===== src/kli_pkg.sv =====
// shared constants and types for the keyframe interpolator
`timescale 1ns / 1ps
package kli_pkg;

    localparam int KLI_W            = 32;
    localparam int STEP_W           = 16;
    localparam int DEF_CHANNELS     = 22;
    localparam int DEF_MAX_KEYS     = 64;
    localparam logic [STEP_W-1:0] STEP_RESET = 16'd750;

    localparam logic [1:0] CMD_STORE  = 2'd0;
    localparam logic [1:0] CMD_TOGGLE = 2'd1;
    localparam logic [1:0] CMD_TICK   = 2'd2;

    typedef enum logic [2:0] {
        ST_IDLE,
        ST_RD_NEXT,
        ST_RD_CUR,
        ST_DIV_GO,
        ST_DIV_WAIT,
        ST_ADD_GO,
        ST_ADD_WAIT,
        ST_WRITE
    } kli_state_t;

    typedef enum logic [1:0] {
        MODE_LOAD,
        MODE_ADVANCE,
        MODE_ADD,
        MODE_REPORT
    } kli_mode_t;

endpackage


===== src/kli_serial_add.sv =====
// bit-serial saturating adder, one bit per cycle
`timescale 1ns / 1ps
module kli_serial_add (
    input  logic                                    clk,
    input  logic                                    rst_n,
    input  logic                                    start,
    input  logic signed [kli_pkg::KLI_W-1:0]        a,
    input  logic signed [kli_pkg::KLI_W-1:0]        b,
    output logic signed [kli_pkg::KLI_W-1:0]        sum,
    output logic                                    done
);
    import kli_pkg::*;

    localparam int CNTW = $clog2(KLI_W);

    logic [KLI_W-1:0] a_sh_reg;
    logic [KLI_W-1:0] b_sh_reg;
    logic [KLI_W-1:0] s_sh_reg;
    logic             carry_reg;
    logic [CNTW-1:0]  cnt_reg;
    logic             run_reg;
    logic             done_reg;
    logic [KLI_W-1:0] sum_reg;

    logic             s_bit;
    logic             c_next;
    logic [KLI_W-1:0] raw;

    assign s_bit  = a_sh_reg[0] ^ b_sh_reg[0] ^ carry_reg;
    assign c_next = (a_sh_reg[0] & b_sh_reg[0]) | (carry_reg & (a_sh_reg[0] ^ b_sh_reg[0]));
    assign raw    = {s_bit, s_sh_reg[KLI_W-1:1]};

    always_ff @(posedge clk or negedge rst_n)
    begin
        if (!rst_n)
        begin
            run_reg  <= 1'b0;
            done_reg <= 1'b0;
            cnt_reg  <= '0;
        end
        else
        begin
            done_reg <= 1'b0;
            if (start)
            begin
                run_reg <= 1'b1;
                cnt_reg <= '0;
            end
            else if (run_reg)
            begin
                cnt_reg <= cnt_reg + 1'b1;
                if (cnt_reg == CNTW'(KLI_W - 1))
                begin
                    run_reg  <= 1'b0;
                    done_reg <= 1'b1;
                end
            end
        end
    end

    always_ff @(posedge clk)
    begin
        if (start)
        begin
            a_sh_reg  <= a;
            b_sh_reg  <= b;
            carry_reg <= 1'b0;
        end
        else if (run_reg)
        begin
            a_sh_reg  <= {1'b0, a_sh_reg[KLI_W-1:1]};
            b_sh_reg  <= {1'b0, b_sh_reg[KLI_W-1:1]};
            s_sh_reg  <= raw;
            carry_reg <= c_next;
            if (cnt_reg == CNTW'(KLI_W - 1))
            begin
                // sign bits are the last ones shifted in
                if ((a_sh_reg[0] == b_sh_reg[0]) && (s_bit != a_sh_reg[0]))
                    sum_reg <= a_sh_reg[0] ? {1'b1, {(KLI_W-1){1'b0}}}
                                           : {1'b0, {(KLI_W-1){1'b1}}};
                else
                    sum_reg <= raw;
            end
        end
    end

    assign sum  = sum_reg;
    assign done = done_reg;

endmodule


===== config.mk =====
export PLATFORM = sky130hd
export DESIGN_NAME = kli_serial_add
export DESIGN_NICKNAME = d
export VERILOG_FILES = /design/src/kli_pkg.sv /design/src/kli_serial_add.sv
export SDC_FILE = /design/constraint.sdc
export NUM_CORES = 1
export LEC_CHECK = 0
export ABC_CLOCK_PERIOD_IN_PS = 4300
export BUFFER_PORTS_ARGS = -buffer_cell sky130_fd_sc_hd__buf_2
export CORE_MARGIN = 2
export CORE_UTILIZATION = 50
export CTS_BUF_LIST = sky130_fd_sc_hd__clkbuf_8
export DETAILED_ROUTE_END_ITERATION = 10
export GPL_TIMING_DRIVEN = 1
export PLACE_DENSITY_LB_ADDON = 0.2
export SYNTH_ARGS = -nofsm -noshare
export SYNTH_HDL_FRONTEND = slang
export SYNTH_SLANG_ARGS = --single-unit

===== constraint.sdc =====
create_clock -name clk -period 4.3 [get_ports clk]
set_input_delay 0.86 -clock clk [delete_from_list [all_inputs] [get_ports clk]]
set_output_delay 0.86 -clock clk [all_outputs]
set_load 0.05 [all_outputs]

==> out/metrics.cfg, run 1 <==
[run_status]
outcome = completed

[floorplanning]
io_pins = 100
fp.dieArea_um2 = 11810
start_util_pct = 51.00
dieHeight_um = 108.7
core_um2 = 10750
rows = 38
dieWidth_um = 108.7

[worst_setup_path]
timing.rr.start = a_sh_reg[0]$_DFFE_PP_
reg2regPathDepth = 4
end_kind = flip-flop
crit_fanout = 31
r2r_end = sum[12]$_DFFE_PP_
worstSetupStartpointType = flip-flop
worstPathRequired_ns = 4.56
crit_path_start = a_sh_reg[0]$_DFFE_PP_
cp-endpoint = sum[12]$_DFFE_PP_
crit_arrival_ns = 2.73
ff2ff_setup_slack_ns = 1.83
crit_type = reg2reg

[yosys]
synth.mux.area_fraction_pct = 13.47
yosysSeqAreaShare_pct = 73.15
synth_ff_type = edfxtp_1
synthAdderAreaFrac_pct = 1.050
yosysMostFrequentCell = edfxtp_1
synth-xor-area-share_pct = 0.4795
synth_edf_count = 127
syn-num-nets = 411
ys_seq_elements = 135
syn_area_per_cell_um2 = 16.12
post_synth_inst_count = 340
synth_top_cell_area_share_pct = 69.59
synth_largest_area_cell = edfxtp_1
yosys_warnings = 0
yosys.area_share.simple_pct = 5.868
synth.area.top_cells = edfxtp_1 (70%), mux2_2 (13%), nor2_1 (4.7%)
syn_area_um2 = 5480
yosys-top-cells-count = edfxtp_1 (127), nor2_1 (68), mux2_2 (62)
synth_top_family_by_area = multiplexers
ys_async_sr_fraction_pct = 5.185
ys_types = 25
synth_compound_area_share_pct = 3.379

[placement]
port_buffers = 99
place_congestion = 0.6731
dpl-instance-area_um2 = 6051
dp_slack_ns = 1.854
dp_hpwl_um = 5196

[cells_and_area]
utilization_pct = 60.13
fin_nets = 514
syn2layout_area_growth_pct = 17.90
num_antenna_cells = 0
drive_above_1_share_pct = 45.18
finalInstanceArea_um2 = 6461

[pwr]
power.leakage_nw = 2.524
p_per_area_nw_per_um2 = 452.0
combPwrFrac_pct = 9.2
intPower_mw = 2.250
power_mw = 2.920
ir_drop_mv = 0.2151
clkPwrFrac_pct = 36.5
p_switching_uw = 670.5
pwr-share-seq_pct = 54.3
switching_share_pct = 22.96

[sta]
fin_crit_sh_pct = 57.38
fmax_mhz = 405.3
rsz0062_at_grt = no
setup_viol = 0
slew_headroom_pct = 19.71
tns_ns = 0
skew_ns = 0.01247
finalCriticalPeriod_ns = 2.467
setup_ws_ns = 1.833
hold_violations = 0
drv_slew = 0
worstMarginPinSlew_ns = 1.199

[drt]
vias = 2985
drt_wl_total_um = 8418
ant_nets = 0
viasPerCell = 5.008
post_drt_wl_per_cell_um = 14.12
drc = 0
drt_iter0_markers = 142
dr.pass1.iters = 4

[cts]
clk_path_buf_depth = 2
cts_setup_buffers = 0
numCtsBuffers = 17
clkTransAtPathRegs_ns = 0.08
cts_tree = done
ctsRootBufferMaster = clkbuf_8
cts_resized = 0
cts_sinks = 135
ctsHoldBuffers = 0
htree_levels = 4
clock_latency_ns = 0.42

[min_path]
hold_class = in2async

[global_route]
grt_pass1_wl_um = 13970
grt-ovfl-total = 0
grt_max_degree = 65
first_global_vias = 2901
antenna_found_initial = 1
grt.total_usage_pct = 15.58

[flow_run]
maxCapViolCount = 0

[cells in the final DEF (no fill, tap or decap)]
cell        Yosys  layout
buf_2           6      99
and2_1          4       4
ha_1            3       3
fa_1            1       1
bufinv_16       0       3
nor2b_2         0       2
inv_6           0       2
nor2_1         68      68
clkinv_2        0       4
mux2i_1         4       4
dfxtp_1         1       1
or2_1           1       1
xor2_1          2       2
or2_2           1       1
inv_1           2       2
clkinvlp_4      0       3
clkinv_4        0       3
a21o_1          1       1
buf_4           7       4
a21oi_2         6       6
a21oi_1        25      25
and3_1          1       1
dfrtp_1         7       7
edfxtp_1      127     127
nand4_1         1       1
nand2_1         1       1
mux2_2         62      62
clkbuf_8        0      17
xnor2_1         1       1
[worst min path at each step]
| stage | depth (start not counted) | slack (ns) | start | to |
|---|---|---|---|---|
| final | 1 | 0.28 | rst_n | done$_DFF_PN0_ |
| after floorplan | 0 | 0.45 | s_sh_reg[12]$_DFFE_PP_ | s_sh_reg[11]$_DFFE_PP_ |
| after CTS | 1 | 0.26 | rst_n | done$_DFF_PN0_ |
| after detailed placement | 0 | 0.46 | s_sh_reg[3]$_DFFE_PP_ | s_sh_reg[2]$_DFFE_PP_ |
| after global routing | 1 | 0.26 | rst_n | done$_DFF_PN0_ |
| after global placement | 0 | 0.46 | s_sh_reg[23]$_DFFE_PP_ | s_sh_reg[22]$_DFFE_PP_ |
[per-layer routing]
| layer | up-vias | global-route usage, % | wire, um |
|---|---|---|---|
| met5 | - | 0 | 7 |
| li1 | 1452 | - | - |
| met3 | 10 | 6.336 | 695 |
| met1 | 1417 | 21.00 | 3607 |
| met4 | 2 | 4.396 | 91 |
| met2 | 104 | 23.57 | 4015 |
[power by group through the flow]
stage / Clock, mW / Sequential [mW] / Combinational [mW]
finish: 1.07 / 1.59 / 0.270
global route: 1.15 / 1.60 / 0.308
CTS: 1.09 / 1.59 / 0.273
detailed placement: 0 / 1.61 / 0.272
global placement: 0 / 1.61 / 0.266
floorplan: 0 / 1.60 / 0.226
[final cells by class]
cell class	count	area, um^2
Clock buffer	17	234.0
Clock inverter	15	176.4
Fill cell	870	4284
Inverter	2	7.507
Multi-Input combinational cell	184	1334
Sequential cell	135	4009
Tap cell	140	175.2
Timing Repair Buffer	103	525.5
[logic make-up (layout without fill, tap and decap cells)]
kind of cell | Yosys count | in the layout
adders and majority gates | 4 | 4
buffers and inverters | 21 | 137
DFF | 135 | 135
AOI/OAI and AO/OA | 32 | 32
xor gates and xnor gates | 3 | 3
and+or+nand+nor | 79 | 79
muxes | 66 | 66
[through the flow]
step           cells  hold slack (ns)
5_1_grt          596           0.2562
4_1_cts          596           0.2612
6_report         596           0.2757
3_5_place_dp     564           0.4629
2_1_floorplan    340           0.4511
3_3_place_gp     564           0.4587
[worst max-delay path: stages (launching register included)]
cell      delay (ns)
edfxtp_1        0.44
fa_1            0.58
or2_1           0.90
a21oi_1         0.23
nor2_1          0.16
(Power assumes the default switching activity.)
==> run 2, diff against run 1 <==
ABC_AREA = 1   (was not set)
ABC_CLOCK_PERIOD_IN_PS = 2500   (was 4300)
clock period = 2.5 ns   (was 4.3 ns; I/O delays follow)
==> out/metrics.cfg, run 2 <==
[cells_and_area]
layout.cells.non_filler = 705  ; +18%
fillerInstances = 884  ; +1.6%
final_common_cell = nand2_1
syn2layout_area_growth_pct = 17.93  ; about the same
drive_above_1_share_pct = 24.47  ; -21 points
regArea_um2 = 4009  ; unchanged
fin_nets = 626  ; +22%
final_cell_mix = nand2_1 (203), edfxtp_1 (127), buf_2 (99), inv_1 (38), o21ai_0 (29)
multiInputGateArea_um2 = 1077  ; -19%

[yosys]
ys_async_sr_fraction_pct = 5.185  ; unchanged
syn-num-nets = 522  ; +27%
syn_area_per_cell_um2 = 11.93  ; -26%
yosysSeqAreaShare_pct = 74.51  ; +1.4 points
yosysMostFrequentCell = nand2_1
synthAdderAreaFrac_pct = 1.070  ; +0.020 points
synth.area.top_cells = edfxtp_1 (71%), nand2_1 (14%), dfrtp_1 (3.3%)
synth_edf_count = 127  ; unchanged
yosys.area_share.simple_pct = 15.51  ; +9.6 points
synth_largest_area_cell = edfxtp_1
syn_area_um2 = 5380  ; -1.8%
synth_top_cell_area_share_pct = 70.88  ; +1.3 points
synth_compound_area_share_pct = 3.349  ; -0.030 points
yosys_warnings = 0  ; unchanged
ys_seq_elements = 135  ; unchanged
synth-xor-area-share_pct = 0  ; -0.48 points
post_synth_inst_count = 451  ; +33%
synth_ff_type = edfxtp_1
synth_top_family_by_area = simple AND/OR/NAND/NOR gates
yosys-top-cells-count = nand2_1 (204), edfxtp_1 (127), inv_1 (36)
synth.mux.area_fraction_pct = 0  ; -13 points
ys_types = 20  ; -20%

[drt]
dr.pass1.iters = 6  ; +2
viasPerCell = 4.719  ; -5.8%
drc = 0  ; unchanged
post_drt_wl_per_cell_um = 12.32  ; -13%
drt_wl_total_um = 8688  ; +3.2%
drt_iter0_markers = 110  ; -23%
ant_nets = 0  ; unchanged
vias = 3327  ; +11%

[cts]
cts_sinks = 135  ; unchanged
clkTransAtPathRegs_ns = 0.08  ; about the same
ctsRootBufferMaster = clkbuf_8
cts_setup_buffers = 0  ; unchanged
clk_path_buf_depth = 2  ; unchanged
cts_tree = done
numCtsBuffers = 17  ; unchanged
htree_levels = 4  ; unchanged
clock_latency_ns = 0.43  ; about the same

[pwr]
power.leakage_nw = 2.911  ; +15%
ir_drop_mv = 0.3897  ; +81%
p_per_area_nw_per_um2 = 735.4  ; +63%

[placement]
port_buffers = 99  ; unchanged
place_congestion = 0.7523  ; +12%
place_inst = 671  ; +19%
dp_hpwl_um = 5627  ; +8.3%

[global_route]
grt_pass1_wl_um = 14480  ; +3.7%
first_global_vias = 3175  ; +9.4%
grt-busiest-layer = met2
antenna_found_initial = 2  ; +1
grt.total_usage_pct = 16.36  ; +0.77 points
grt_max_degree = 65  ; unchanged
grt_use_met1_pct = 22.64  ; +1.6 points
met2_usage_pct = 23.67  ; +0.10 points
grt_use_met3_pct = 5.630  ; -0.71 points
grt-ovfl-total = 0  ; unchanged

[sta]
fin_crit_sh_pct = 78.48  ; +21 points
tns_ns = 0  ; unchanged
hold_violations = 0  ; unchanged
setup_viol = 0  ; unchanged
fin_hold_ws_ns = 0.3244  ; +0.04865 ns
slew_headroom_pct = 56.29  ; +37 points
skew_ns = 0.008957  ; -0.003514 ns
fmax_mhz = 509.7  ; +26%
finalCriticalPeriod_ns = 1.962  ; -0.5054 ns
rsz0062_at_grt = no
worstMarginPinSlew_ns = 0.6547  ; -0.5442 ns
drv_slew = 0  ; unchanged

[floorplanning]
start_util_pct = 51.88  ; +0.88 points
dieWidth_um = 107.7  ; -0.88%
dieHeight_um = 107.7  ; -0.88%
rows = 37  ; -2.6%
core_um2 = 10370  ; -3.5%
io_pins = 100  ; unchanged
fp.dieArea_um2 = 11610  ; -1.8%

[min_path]
hold_class = in2reg

[run_status]
outcome = completed

[worst_setup_path]
worstPathRequired_ns = 2.76  ; -1.80 ns
crit_arrival_ns = 2.22  ; -0.51 ns
crit_fanout = 31  ; unchanged
worstSetupStartpointType = flip-flop
crit_type = reg2reg
end_kind = flip-flop

[flow_run]
maxCapViolCount = 0  ; unchanged

-- run 2: cell families after synthesis --
kind of cell	after synthesis
buffers and inverters	60
adders and majority gates	4
and+or+nand+nor	216
AOI/OAI and AO/OA	36
DFF	135
-- run 2: final cells by class --
| type | instances | share of cell area (%) |
|---|---|---|
| clock inverter | 15 | 2.209 |
| tap | 136 | 2.682 |
| sequential | 135 | 63.18 |
| multi-input combinational | 256 | 16.98 |
| antenna | 1 | 0.03944 |
| timing repair buffer | 106 | 8.874 |
| clock buffer | 17 | 3.688 |
| inverter | 39 | 2.347 |
-- run 2: final timing paths --
kind,from,end,slack [ns],cells after the start
max,a_sh_reg[0]$_DFFE_PP_,sum[15]$_DFFE_PP_,0.54,3
min,b[31],b_sh_reg[31]$_SDFFCE_PN0P_,0.32,3
max reg2reg,a_sh_reg[0]$_DFFE_PP_,sum[15]$_DFFE_PP_,0.54,3
min reg2reg,s_sh_reg[27]$_DFFE_PP_,s_sh_reg[26]$_DFFE_PP_,0.44,0
max in group asynchronous,rst_n,done$_DFF_PN0_,1.89,2
min in group asynchronous,rst_n,cnt_reg[2]$_DFFE_PN0P_,0.44,2
-- run 2: metrics by stage --
step / area [um^2] / util (%) / power (mW) / worst slack (ns)
global route: 6345 / 61.18 / 4.861 / 0.3547
floorplan: 5385 / - / 2.947 / 0.3826
detailed placement: 5958 / 57.46 / 3.048 / 0.5261
finish: 6345 / 61.18 / 4.666 / 0.5381
CTS: 6342 / 61.16 / 4.706 / 0.5109
global placement: 5958 / 57.46 / 3.028 / 0.6179
-- run 2: what timing repair did --
action	in CTS	in global routing
endpoints found under the hold margin	7	0
hold buffers	1	0
resized for setup	0	0
-- run 2: power breakdown --
part           switching, mW  leakage, nW  internal, mW
logic                  0.184         1.33         0.121
clock network          0.806        0.183         0.868
registers             0.0483         1.40          2.64
total                   1.04         2.91          3.63
-- run 2: routing by layer --
metal	share of wire (%)	vias up
met4	1.5	0
met3	7.5	10
met1	47	1523
li1	-	1689
met5	0	-
met2	44	105
-- run 2: worst max-delay path, cell delays in order, from the launching register on --
cell	delay, ns
edfxtp_1	0.47
fa_1	0.67
nand3_2	0.41
o21ai_0	0.24
