$ cat src/kli_pkg.sv
// shared constants and types for the keyframe interpolator
`timescale 1ns / 1ps
package kli_pkg;

    localparam int KLI_W            = 32;
    localparam int STEP_W           = 16;
    localparam int DEF_CHANNELS     = 22;
    localparam int DEF_MAX_KEYS     = 64;
    localparam logic [STEP_W-1:0] STEP_RESET = 16'd750;

    localparam logic [1:0] CMD_STORE  = 2'd0;
    localparam logic [1:0] CMD_TOGGLE = 2'd1;
    localparam logic [1:0] CMD_TICK   = 2'd2;

    typedef enum logic [2:0] {
        ST_IDLE,
        ST_RD_NEXT,
        ST_RD_CUR,
        ST_DIV_GO,
        ST_DIV_WAIT,
        ST_ADD_GO,
        ST_ADD_WAIT,
        ST_WRITE
    } kli_state_t;

    typedef enum logic [1:0] {
        MODE_LOAD,
        MODE_ADVANCE,
        MODE_ADD,
        MODE_REPORT
    } kli_mode_t;

endpackage

$ cat src/kli_serial_div.sv
// restoring divider, one quotient bit per cycle, truncating and saturating
`timescale 1ns / 1ps
module kli_serial_div (
    input  logic                                    clk,
    input  logic                                    rst_n,
    input  logic                                    start,
    input  logic signed [kli_pkg::KLI_W:0]          diff,
    input  logic [kli_pkg::STEP_W-1:0]              divisor,
    output logic signed [kli_pkg::KLI_W-1:0]        quotient,
    output logic                                    done
);
    import kli_pkg::*;

    localparam int NBITS = KLI_W + 1;
    localparam int CNTW  = $clog2(NBITS);

    logic [KLI_W:0]    dvd_reg;
    logic [STEP_W-1:0] rem_reg;
    logic [STEP_W-1:0] d_reg;
    logic              neg_reg;
    logic [CNTW-1:0]   cnt_reg;
    logic              run_reg;
    logic              done_reg;
    logic [KLI_W-1:0]  q_reg;

    logic [STEP_W:0]   rem_sh;
    logic              ge;
    logic [STEP_W:0]   rem_sub;
    logic [KLI_W:0]    q_full;
    logic [KLI_W:0]    mag;

    assign mag     = diff[KLI_W] ? (~diff + 1'b1) : diff;
    assign rem_sh  = {rem_reg, dvd_reg[KLI_W]};
    assign ge      = rem_sh >= {1'b0, d_reg};
    assign rem_sub = rem_sh - {1'b0, d_reg};
    assign q_full  = {dvd_reg[KLI_W-1:0], ge};

    always_ff @(posedge clk or negedge rst_n)
    begin
        if (!rst_n)
        begin
            run_reg  <= 1'b0;
            done_reg <= 1'b0;
            cnt_reg  <= '0;
        end
        else
        begin
            done_reg <= 1'b0;
            if (start)
            begin
                run_reg <= 1'b1;
                cnt_reg <= '0;
            end
            else if (run_reg)
            begin
                cnt_reg <= cnt_reg + 1'b1;
                if (cnt_reg == CNTW'(NBITS - 1))
                begin
                    run_reg  <= 1'b0;
                    done_reg <= 1'b1;
                end
            end
        end
    end

    always_ff @(posedge clk)
    begin
        if (start)
        begin
            dvd_reg <= mag;
            rem_reg <= '0;
            d_reg   <= divisor;
            neg_reg <= diff[KLI_W];
        end
        else if (run_reg)
        begin
            dvd_reg <= q_full;
            rem_reg <= ge ? rem_sub[STEP_W-1:0] : rem_sh[STEP_W-1:0];
            if (cnt_reg == CNTW'(NBITS - 1))
            begin
                if (!neg_reg)
                    q_reg <= (q_full[KLI_W:KLI_W-1] != 2'b00) ? {1'b0, {(KLI_W-1){1'b1}}}
                                                            : q_full[KLI_W-1:0];
                else if (q_full[KLI_W] || (q_full[KLI_W-1] && (q_full[KLI_W-2:0] != '0)))
                    q_reg <= {1'b1, {(KLI_W-1){1'b0}}};
                else
                    q_reg <= ~q_full[KLI_W-1:0] + 1'b1;
            end
        end
    end

    assign quotient = q_reg;
    assign done     = done_reg;

endmodule

$ cat config.mk
export PLATFORM = sky130hd
export DESIGN_NAME = kli_serial_div
export DESIGN_NICKNAME = d
export VERILOG_FILES = /design/src/kli_pkg.sv /design/src/kli_serial_div.sv
export SDC_FILE = /design/constraint.sdc
export NUM_CORES = 1
export LEC_CHECK = 0
export ABC_CLOCK_PERIOD_IN_PS = 7300
export BUFFER_PORTS_ARGS = -buffer_cell sky130_fd_sc_hd__buf_2
export CAP_MARGIN = 20
export CELL_PAD_IN_SITES_DETAIL_PLACEMENT = 0
export CELL_PAD_IN_SITES_GLOBAL_PLACEMENT = 1
export CORE_AREA = 5 5 121 123
export DETAILED_ROUTE_END_ITERATION = 8
export DIE_AREA = 0 0 126 128
export PLACE_DENSITY = 0.86
export SLEW_MARGIN = 0
export SYNTH_ARGS = -nofsm -noshare
export SYNTH_HDL_FRONTEND = slang
export SYNTH_SLANG_ARGS = --single-unit
$ cat constraint.sdc
create_clock -name clk -period 7.3 [get_ports clk]
set_input_delay 0.73 -clock clk [delete_from_list [all_inputs] [get_ports clk]]
set_output_delay 0.73 -clock clk [all_outputs]
set_load 0.03 [all_outputs]
==> results of run 1 <==
-- logic make-up after synthesis --
kind of cell    Yosys count  synth area share [%]
mux                       4                 0.658
simple gates            224                  17.2
compound gates          183                  19.9
flops                   106                  47.5
fa+ha+maj                21                  4.30
buf+inv                  65                  3.94
xor+xnor                 47                  6.56
-- path summary, 6_finish.rpt --
check	endpoint	slack, ns	cells past startpoint
setup reg to reg	quotient[3]$_DFFE_PP_	1.58	16
min in group clk	rem_reg[6]$_SDFFE_PP0P_	0.51	2
setup / recovery	quotient[3]$_DFFE_PP_	1.58	16
max in group asynchronous	cnt_reg[4]$_DFFE_PN0P_	6.92	1
hold reg to reg	rem_reg[6]$_SDFFE_PP0P_	0.51	2
hold / removal	done$_DFF_PN0_	0.21	1
-- per-stage QoR --
stage                     cells  hold slack [ns]  setup slack [ns]
after floorplan             650            0.434              2.99
after detailed placement    890            0.497              1.67
after global placement      890            0.485              1.83
final                       906            0.213              1.58
after global routing        906            0.215              1.13
after CTS                   906            0.208              1.65
-- final cells by class --
class	instances	share of cell area, %
clock inverters	6	1.79
flip-flops and latches	106	41.3
well taps	180	3.12
clock buffers	10	3.17
multi-input cells	479	42.3
repair buffers	91	6.55
inverters	34	1.77
-- cells in the mapped netlist, types with 11 or more instances --
| cell | n |
|---|---|
| sky130_fd_sc_hd__ha_1 | 20 |
| sky130_fd_sc_hd__nor3_1 | 21 |
| sky130_fd_sc_hd__xor2_1 | 36 |
| sky130_fd_sc_hd__edfxtp_1 | 82 |
| sky130_fd_sc_hd__o311ai_0 | 15 |
| sky130_fd_sc_hd__a21oi_1 | 56 |
| sky130_fd_sc_hd__inv_1 | 34 |
| sky130_fd_sc_hd__clkbuf_1 | 25 |
| sky130_fd_sc_hd__xnor2_1 | 11 |
| sky130_fd_sc_hd__nor2_1 | 73 |
| sky130_fd_sc_hd__dfxtp_1 | 16 |
| sky130_fd_sc_hd__nand2_1 | 55 |
| sky130_fd_sc_hd__nor4_1 | 13 |
| sky130_fd_sc_hd__o21ai_0 | 36 |
| sky130_fd_sc_hd__or3_1 | 11 |
| sky130_fd_sc_hd__nand2b_1 | 11 |
-- metal layers --
layer  wire [um]  vias to the layer above
met4         427                        0
met1        6530                     2474
met5           0                        -
li1            -                     2560
met3         847                       34
met2        7120                      155
-- report_power, final --
part,switching (mW),leakage (nW),internal (mW)
logic,0.111,1.57,0.0788
registers,0.0451,1.02,0.696
clock network,0.215,0.174,0.368
==> flow_results.xml, run 1 <==
<?xml version="1.0" encoding="UTF-8"?>
<metrics>
  <group name="outcome">
    <metric name="run_status" unit="">finished, final reports clean</metric>
  </group>
  <group name="worst_setup_path">
    <metric name="setup.worst_path.class" unit="">reg2reg</metric>
    <metric name="crit_path_dat" unit="ns">5.86</metric>
    <metric name="worst_setup_path_startpoint" unit="">d_reg[6]$_DFFE_PP_</metric>
    <metric name="timing.rr.start" unit="">d_reg[6]$_DFFE_PP_</metric>
    <metric name="worst_setup_path_end_kind" unit="">flop</metric>
    <metric name="cp_cell_sequence" unit="">inv_1, ha_1, a211o_1, a21oi_1, o211ai_1, a21oi_1, a22oi_1, buf_4, inv_1, ha_1, nand4b_1, or3_1, nor3_2, a21o_1, nand2_1, o311ai_0</metric>
    <metric name="cpLargestDelayFamily" unit="">compound AO/OA/AOI/OAI gates</metric>
    <metric name="cp.required" unit="ns">7.44</metric>
    <metric name="worstPathBufferInverterCount" unit="">3</metric>
    <metric name="critical-path-slowest-cell" unit="">sky130_fd_sc_hd__nand2_1</metric>
    <metric name="crit_path_max_fanout" unit="">27</metric>
    <metric name="timing.critical_path.slowest_cell_delay" unit="ns">0.63</metric>
    <metric name="crit_path_start_kind" unit="">flop</metric>
  </group>
  <group name="sta">
    <metric name="final.period_utilization" unit="%">78.4</metric>
    <metric name="totalNegativeSetupSlack" unit="ns">0</metric>
    <metric name="maxSlewViolCount" unit="">0</metric>
    <metric name="fmax" unit="MHz">175</metric>
    <metric name="hold_viol_final" unit="">0</metric>
    <metric name="slew_headroom" unit="%">35.2</metric>
    <metric name="timing.final.crit_period" unit="ns">5.72</metric>
    <metric name="timing.clock.skew" unit="ns">0.00590</metric>
    <metric name="setup_violation_total_in_the_final_timing_report" unit="">0</metric>
    <metric name="timing_worst_slew_pin_value" unit="ns">0.972</metric>
    <metric name="unrepaired_setup_endpoints_after_global_routing" unit="">false</metric>
  </group>
  <group name="worst_hold_path">
    <metric name="hold_class" unit="">in2async</metric>
  </group>
  <group name="clocking">
    <metric name="clkSinkCount" unit="">106</metric>
    <metric name="cts_tree" unit="">yes</metric>
    <metric name="cts_max_path_buffers" unit="">2</metric>
    <metric name="clkSlewWorstSetupHoldPaths" unit="ns">0.07</metric>
    <metric name="cts_made_buffers" unit="">9</metric>
    <metric name="cts_htree_levels" unit="">3</metric>
    <metric name="worstSkewPairLatency" unit="ns">0.35</metric>
    <metric name="clk_root_buffer_cell" unit="">sky130_fd_sc_hd__clkbuf_16</metric>
    <metric name="cts_resized" unit="">0</metric>
    <metric name="post-cts-setup-buffers" unit="">0</metric>
    <metric name="hold_buffers" unit="">0</metric>
  </group>
  <group name="place">
    <metric name="io_buffer_count" unit="">84</metric>
    <metric name="placement.cell_area" unit="um2">6860</metric>
    <metric name="place_hpwl" unit="um">10900</metric>
    <metric name="gpl.final_weighted_congestion" unit="">0.896</metric>
  </group>
  <group name="logic_synthesis">
    <metric name="synth.cell_area" unit="um2">6280</metric>
    <metric name="synthArstFlopShare" unit="%">7.55</metric>
    <metric name="count_of_synthesis_stage_warnings_from_yosys" unit="">0</metric>
    <metric name="synthesis.nets" unit="">723</metric>
    <metric name="ys_types" unit="">62</metric>
    <metric name="synth_top_area_share" unit="%">39.2</metric>
    <metric name="post_synth_main_area_contributors" unit="">sky130_fd_sc_hd__edfxtp_1 (39%), sky130_fd_sc_hd__dfxtp_1 (5.1%), sky130_fd_sc_hd__xor2_1 (5.0%)</metric>
    <metric name="synth_ff_type" unit="">sky130_fd_sc_hd__edfxtp_1</metric>
    <metric name="post_synth_edffs" unit="">82</metric>
    <metric name="synthCells" unit="">650</metric>
    <metric name="synthDominantAreaCellType" unit="">sky130_fd_sc_hd__edfxtp_1</metric>
    <metric name="ys_ff_latch" unit="">106</metric>
    <metric name="synth.yosys.seq_area_share" unit="%">47.5</metric>
    <metric name="avgSynthCellArea" unit="um2">9.66</metric>
  </group>
  <group name="global_routing">
    <metric name="global_route.usage.met2" unit="%">31.0</metric>
    <metric name="gr-usage-met3" unit="%">3.79</metric>
    <metric name="grt_pass1_wl" unit="um">24400</metric>
    <metric name="globalRouteMet1Util" unit="%">23.4</metric>
    <metric name="globalRouteTotalUtil" unit="%">18.6</metric>
    <metric name="grt_max_degree" unit="">102</metric>
    <metric name="via_count_of_the_first_global_routing_pass" unit="">5007</metric>
    <metric name="antenna_violations_before_repair" unit="">0</metric>
    <metric name="overflow" unit="">0</metric>
    <metric name="grt_busiest_layer" unit="">met2</metric>
  </group>
  <group name="layout">
    <metric name="layout_commonest_cell" unit="">sky130_fd_sc_hd__buf_2</metric>
    <metric name="antenna_cells" unit="">0</metric>
    <metric name="area.growth.synth_to_final" unit="%">14.9</metric>
    <metric name="final_area" unit="um2">7220</metric>
    <metric name="regArea" unit="um2">2980</metric>
    <metric name="largest_register_ffs" unit="">33</metric>
    <metric name="drive_gt1_share" unit="%">16.3</metric>
    <metric name="multiInputGateArea" unit="um2">3050</metric>
    <metric name="layout.nets" unit="">794</metric>
    <metric name="final.fill_count" unit="">1255</metric>
    <metric name="finalCoreUtilization" unit="%">53.2</metric>
    <metric name="layout.cells.most_common_list" unit="">sky130_fd_sc_hd__buf_2 (84), sky130_fd_sc_hd__edfxtp_1 (82), sky130_fd_sc_hd__nor2_1 (73)</metric>
  </group>
  <group name="drt">
    <metric name="final_antenna_net_count" unit="">0</metric>
    <metric name="dr_wl_cell" unit="um">16.5</metric>
    <metric name="drt_wl_total" unit="um">14900</metric>
    <metric name="post-route-drc-count" unit="">0</metric>
    <metric name="initialDrtViolationCount" unit="">379</metric>
    <metric name="total_via_count_in_the_routed_design" unit="">5223</metric>
    <metric name="vias_per_cell" unit="">5.76</metric>
    <metric name="drt_pass1_iterations" unit="">5</metric>
  </group>
  <group name="die">
    <metric name="io-pin-count" unit="">85</metric>
    <metric name="fp.dieH" unit="um">128</metric>
    <metric name="floorplan.core_area" unit="um2">13600</metric>
    <metric name="initial_utilization" unit="%">46.3</metric>
    <metric name="number_of_standard_cell_rows_in_the_floorplan" unit="">43</metric>
    <metric name="dieWidth" unit="um">126</metric>
    <metric name="dieArea" unit="um2">16100</metric>
  </group>
  <group name="power">
    <metric name="ratio_of_total_power_to_cell_area" unit="nW/um2">210</metric>
    <metric name="vdd_drop_max" unit="mV">0.0993</metric>
    <metric name="leakage" unit="nW">2.77</metric>
    <metric name="post-layout-total-power" unit="mW">1.51</metric>
  </group>
  <group name="flow_run">
    <metric name="max_cap_violations" unit="">0</metric>
  </group>
</metrics>
Power figures use the tool's default switching activity.
==> run 2, diff against run 1 <==
ABC_CLOCK_PERIOD_IN_PS = 4900   (was 7300)
CORE_AREA = 5 5 130 132   (was 5 5 121 123)
DIE_AREA = 0 0 135 137   (was 0 0 126 128)
PLACE_DENSITY = 0.79   (was 0.86)
clock period = 4.9 ns   (was 7.3 ns; I/O delays follow)
==> run 2 against run 1 <==
  * Maximum frequency rose by 29%
  * Critical path depth is 1 lower
  * Non-clock buffer count increased by 1
  * Routed wire length is 3.7% higher
  * Worst setup slack worse by 1.1 ns
  * Combinational power grew 53%
  * Die area up 15%
  * Worst hold slack gained 0.097 ns
  * First-iteration DRC count increased by 59%
  * Cell count is 4.1% higher
  * Register-to-register slack worse by 1.1 ns
  * Total power is 42% higher
  * Critical endpoint is now quotient[21]$_DFFE_PP_
  * Largest cell class unchanged
  * Largest power group unchanged
==> flow_results.xml, run 2 (synthesis results as in run 1) <==
<?xml version="1.0" encoding="UTF-8"?>
<metrics>
  <group name="drt">
    <metric name="total_via_count_in_the_routed_design" unit="">5166</metric>
    <metric name="post-route-drc-count" unit="">0</metric>
    <metric name="dr_wl_cell" unit="um">16.4</metric>
    <metric name="vias_per_cell" unit="">5.48</metric>
    <metric name="drt_wl_total" unit="um">15500</metric>
    <metric name="initialDrtViolationCount" unit="">602</metric>
    <metric name="drt_pass1_iterations" unit="">5</metric>
    <metric name="final_antenna_net_count" unit="">0</metric>
  </group>
  <group name="power">
    <metric name="share_seq_of_total_power" unit="%">51.4</metric>
    <metric name="power.switching_fraction" unit="%">25.7</metric>
    <metric name="internal_power" unit="mW">1.60</metric>
    <metric name="ratio_of_total_power_to_cell_area" unit="nW/um2">297</metric>
    <metric name="comb_power_share" unit="%">13.5</metric>
    <metric name="p_sw" unit="uW">554</metric>
    <metric name="vdd_drop_max" unit="mV">0.179</metric>
    <metric name="share_clk_of_total_power" unit="%">35.1</metric>
    <metric name="leakage" unit="nW">2.76</metric>
    <metric name="post-layout-total-power" unit="mW">2.15</metric>
  </group>
  <group name="layout">
    <metric name="final.fill_count" unit="">1466</metric>
    <metric name="largest_register_ffs" unit="">33</metric>
    <metric name="layout.nets" unit="">795</metric>
    <metric name="multiInputGateArea" unit="um2">3050</metric>
    <metric name="drive_gt1_share" unit="%">16.1</metric>
    <metric name="final_area" unit="um2">7240</metric>
    <metric name="area.growth.synth_to_final" unit="%">15.3</metric>
    <metric name="layout_commonest_cell" unit="">sky130_fd_sc_hd__buf_2</metric>
    <metric name="final_cells" unit="">943</metric>
    <metric name="antenna_cells" unit="">0</metric>
    <metric name="layout.cells.most_common_list" unit="">sky130_fd_sc_hd__buf_2 (84), sky130_fd_sc_hd__edfxtp_1 (82), sky130_fd_sc_hd__nor2_1 (73)</metric>
    <metric name="regArea" unit="um2">2980</metric>
  </group>
  <group name="die">
    <metric name="initial_utilization" unit="%">40.3</metric>
    <metric name="fp.dieH" unit="um">137</metric>
    <metric name="number_of_standard_cell_rows_in_the_floorplan" unit="">46</metric>
    <metric name="floorplan.core_area" unit="um2">15600</metric>
    <metric name="io-pin-count" unit="">85</metric>
    <metric name="dieWidth" unit="um">135</metric>
    <metric name="dieArea" unit="um2">18500</metric>
  </group>
  <group name="worst_setup_path">
    <metric name="cp.required" unit="ns">5.03</metric>
    <metric name="critical-path-slowest-cell" unit="">sky130_fd_sc_hd__o311ai_0</metric>
    <metric name="crit_path_dat" unit="ns">4.55</metric>
    <metric name="setup.worst_path.class" unit="">reg2reg</metric>
    <metric name="timing.critical_path.slowest_cell_delay" unit="ns">0.58</metric>
    <metric name="cpLargestDelayFamily" unit="">compound AO/OA/AOI/OAI gates</metric>
    <metric name="crit_path_start_kind" unit="">flop</metric>
    <metric name="worstPathBufferInverterCount" unit="">2</metric>
    <metric name="cp_cell_sequence" unit="">inv_1, ha_1, a211o_1, a21oi_1, o211ai_1, a21oi_1, a22oi_1, inv_1, ha_1, nand4b_1, or3_1, nor3_2, a21o_1, nand2_1, o311ai_0</metric>
    <metric name="crit_path_max_fanout" unit="">24</metric>
    <metric name="worst_setup_path_end_kind" unit="">flop</metric>
  </group>
  <group name="clocking">
    <metric name="clk_root_buffer_cell" unit="">sky130_fd_sc_hd__clkbuf_16</metric>
    <metric name="cts_htree_levels" unit="">3</metric>
    <metric name="cts_resized" unit="">0</metric>
    <metric name="cts_tree" unit="">yes</metric>
    <metric name="worstSkewPairLatency" unit="ns">0.35</metric>
    <metric name="clkSinkCount" unit="">106</metric>
    <metric name="cts_made_buffers" unit="">9</metric>
    <metric name="hold_buffers" unit="">1</metric>
    <metric name="clkSlewWorstSetupHoldPaths" unit="ns">0.07</metric>
    <metric name="post-cts-setup-buffers" unit="">0</metric>
    <metric name="cts_max_path_buffers" unit="">2</metric>
  </group>
  <group name="sta">
    <metric name="timing.final.crit_period" unit="ns">4.43</metric>
    <metric name="final.period_utilization" unit="%">90.4</metric>
    <metric name="setup_violation_total_in_the_final_timing_report" unit="">0</metric>
    <metric name="timing.clock.skew" unit="ns">0.00530</metric>
    <metric name="maxSlewViolCount" unit="">0</metric>
    <metric name="unrepaired_setup_endpoints_after_global_routing" unit="">false</metric>
    <metric name="timing_worst_slew_pin_value" unit="ns">1.02</metric>
    <metric name="totalNegativeSetupSlack" unit="ns">0</metric>
    <metric name="hold_viol_final" unit="">0</metric>
    <metric name="slew_headroom" unit="%">32.2</metric>
    <metric name="hold-worst-slack" unit="ns">0.310</metric>
    <metric name="fmax" unit="MHz">226</metric>
  </group>
  <group name="global_routing">
    <metric name="globalRouteTotalUtil" unit="%">17.0</metric>
    <metric name="overflow" unit="">0</metric>
    <metric name="via_count_of_the_first_global_routing_pass" unit="">4916</metric>
    <metric name="grt_pass1_wl" unit="um">25200</metric>
    <metric name="grt_max_degree" unit="">102</metric>
    <metric name="antenna_violations_before_repair" unit="">0</metric>
  </group>
  <group name="worst_hold_path">
    <metric name="hold_class" unit="">in2reg</metric>
  </group>
  <group name="place">
    <metric name="io_buffer_count" unit="">84</metric>
    <metric name="placed_cells_incl_taps" unit="">926</metric>
    <metric name="placement.cell_area" unit="um2">6920</metric>
    <metric name="place_hpwl" unit="um">11300</metric>
    <metric name="gpl.final_weighted_congestion" unit="">0.882</metric>
  </group>
  <group name="outcome">
    <metric name="run_status" unit="">finished, final reports clean</metric>
  </group>
  <group name="flow_run">
    <metric name="max_cap_violations" unit="">0</metric>
  </group>
</metrics>
## run 2: changes by cell type in the layout (fill, tap and decap cells not counted), sizes merged
cell,before,now
dlygate4sd3,0,1
clkinv,2,4
bufinv,4,2
## run 2: path summary, 6_finish.rpt
check	from	to	slack [ns]	depth (start not counted)
hold / removal	divisor[13]	d_reg[13]$_DFFE_PP_	0.31	1
max in group asynchronous	rst_n	done$_DFF_PN0_	4.23	2
hold reg to reg	rem_reg[15]$_SDFFE_PP0P_	rem_reg[15]$_SDFFE_PP0P_	0.49	2
setup / recovery	d_reg[6]$_DFFE_PP_	quotient[21]$_DFFE_PP_	0.47	15
min in group asynchronous	rst_n	cnt_reg[2]$_DFFE_PN0P_	0.50	2
setup reg to reg	d_reg[6]$_DFFE_PP_	quotient[21]$_DFFE_PP_	0.47	15
## run 2: final cells by class
type / count / share of cell area [%]
tap: 216 / 3.73
clock buffer: 10 / 3.16
sequential: 106 / 41.2
inverter: 34 / 1.76
clock inverter: 6 / 1.12
timing repair buffer: 92 / 6.94
multi-input combinational: 479 / 42.1
## run 2: power by group through the flow
stage               Clock, mW  Sequential (mW)  Combinational (mW)
floorplan                   0             1.09               0.204
global placement            0             1.12               0.279
detailed placement          0             1.12               0.288
CTS                     0.774             1.10               0.290
global route            0.814             1.12               0.328
finish                  0.756             1.11               0.291
## run 2: per-stage QoR
stage	setup slack, ns	util [%]
finish	0.472	46.4
global route	0.0313	46.4
CTS	0.499	46.4
detailed placement	0.500	44.4
global placement	0.707	44.2
floorplan	0.586	-
## run 2: worst register-to-register path, delay by kind of cell (launching register included)
| family | cells | cell delay [ns] |
|---|---|---|
| DFF | 1 | 0.32 |
| and+or+nand+nor | 4 | 1.41 |
| buffers and inverters | 2 | 0.14 |
| adders and majority gates | 2 | 0.55 |
| AOI/OAI and AO/OA | 7 | 1.76 |
## run 2: layer usage
layer / routed length [um] / track usage [%] / share of wire, %
met4: 155 / 4.54 / 1.0
met2: 6480 / 23.8 / 42
met1: 7780 / 26.1 / 50
met5: 0 / 0 / 0
met3: 1050 / 4.12 / 6.8
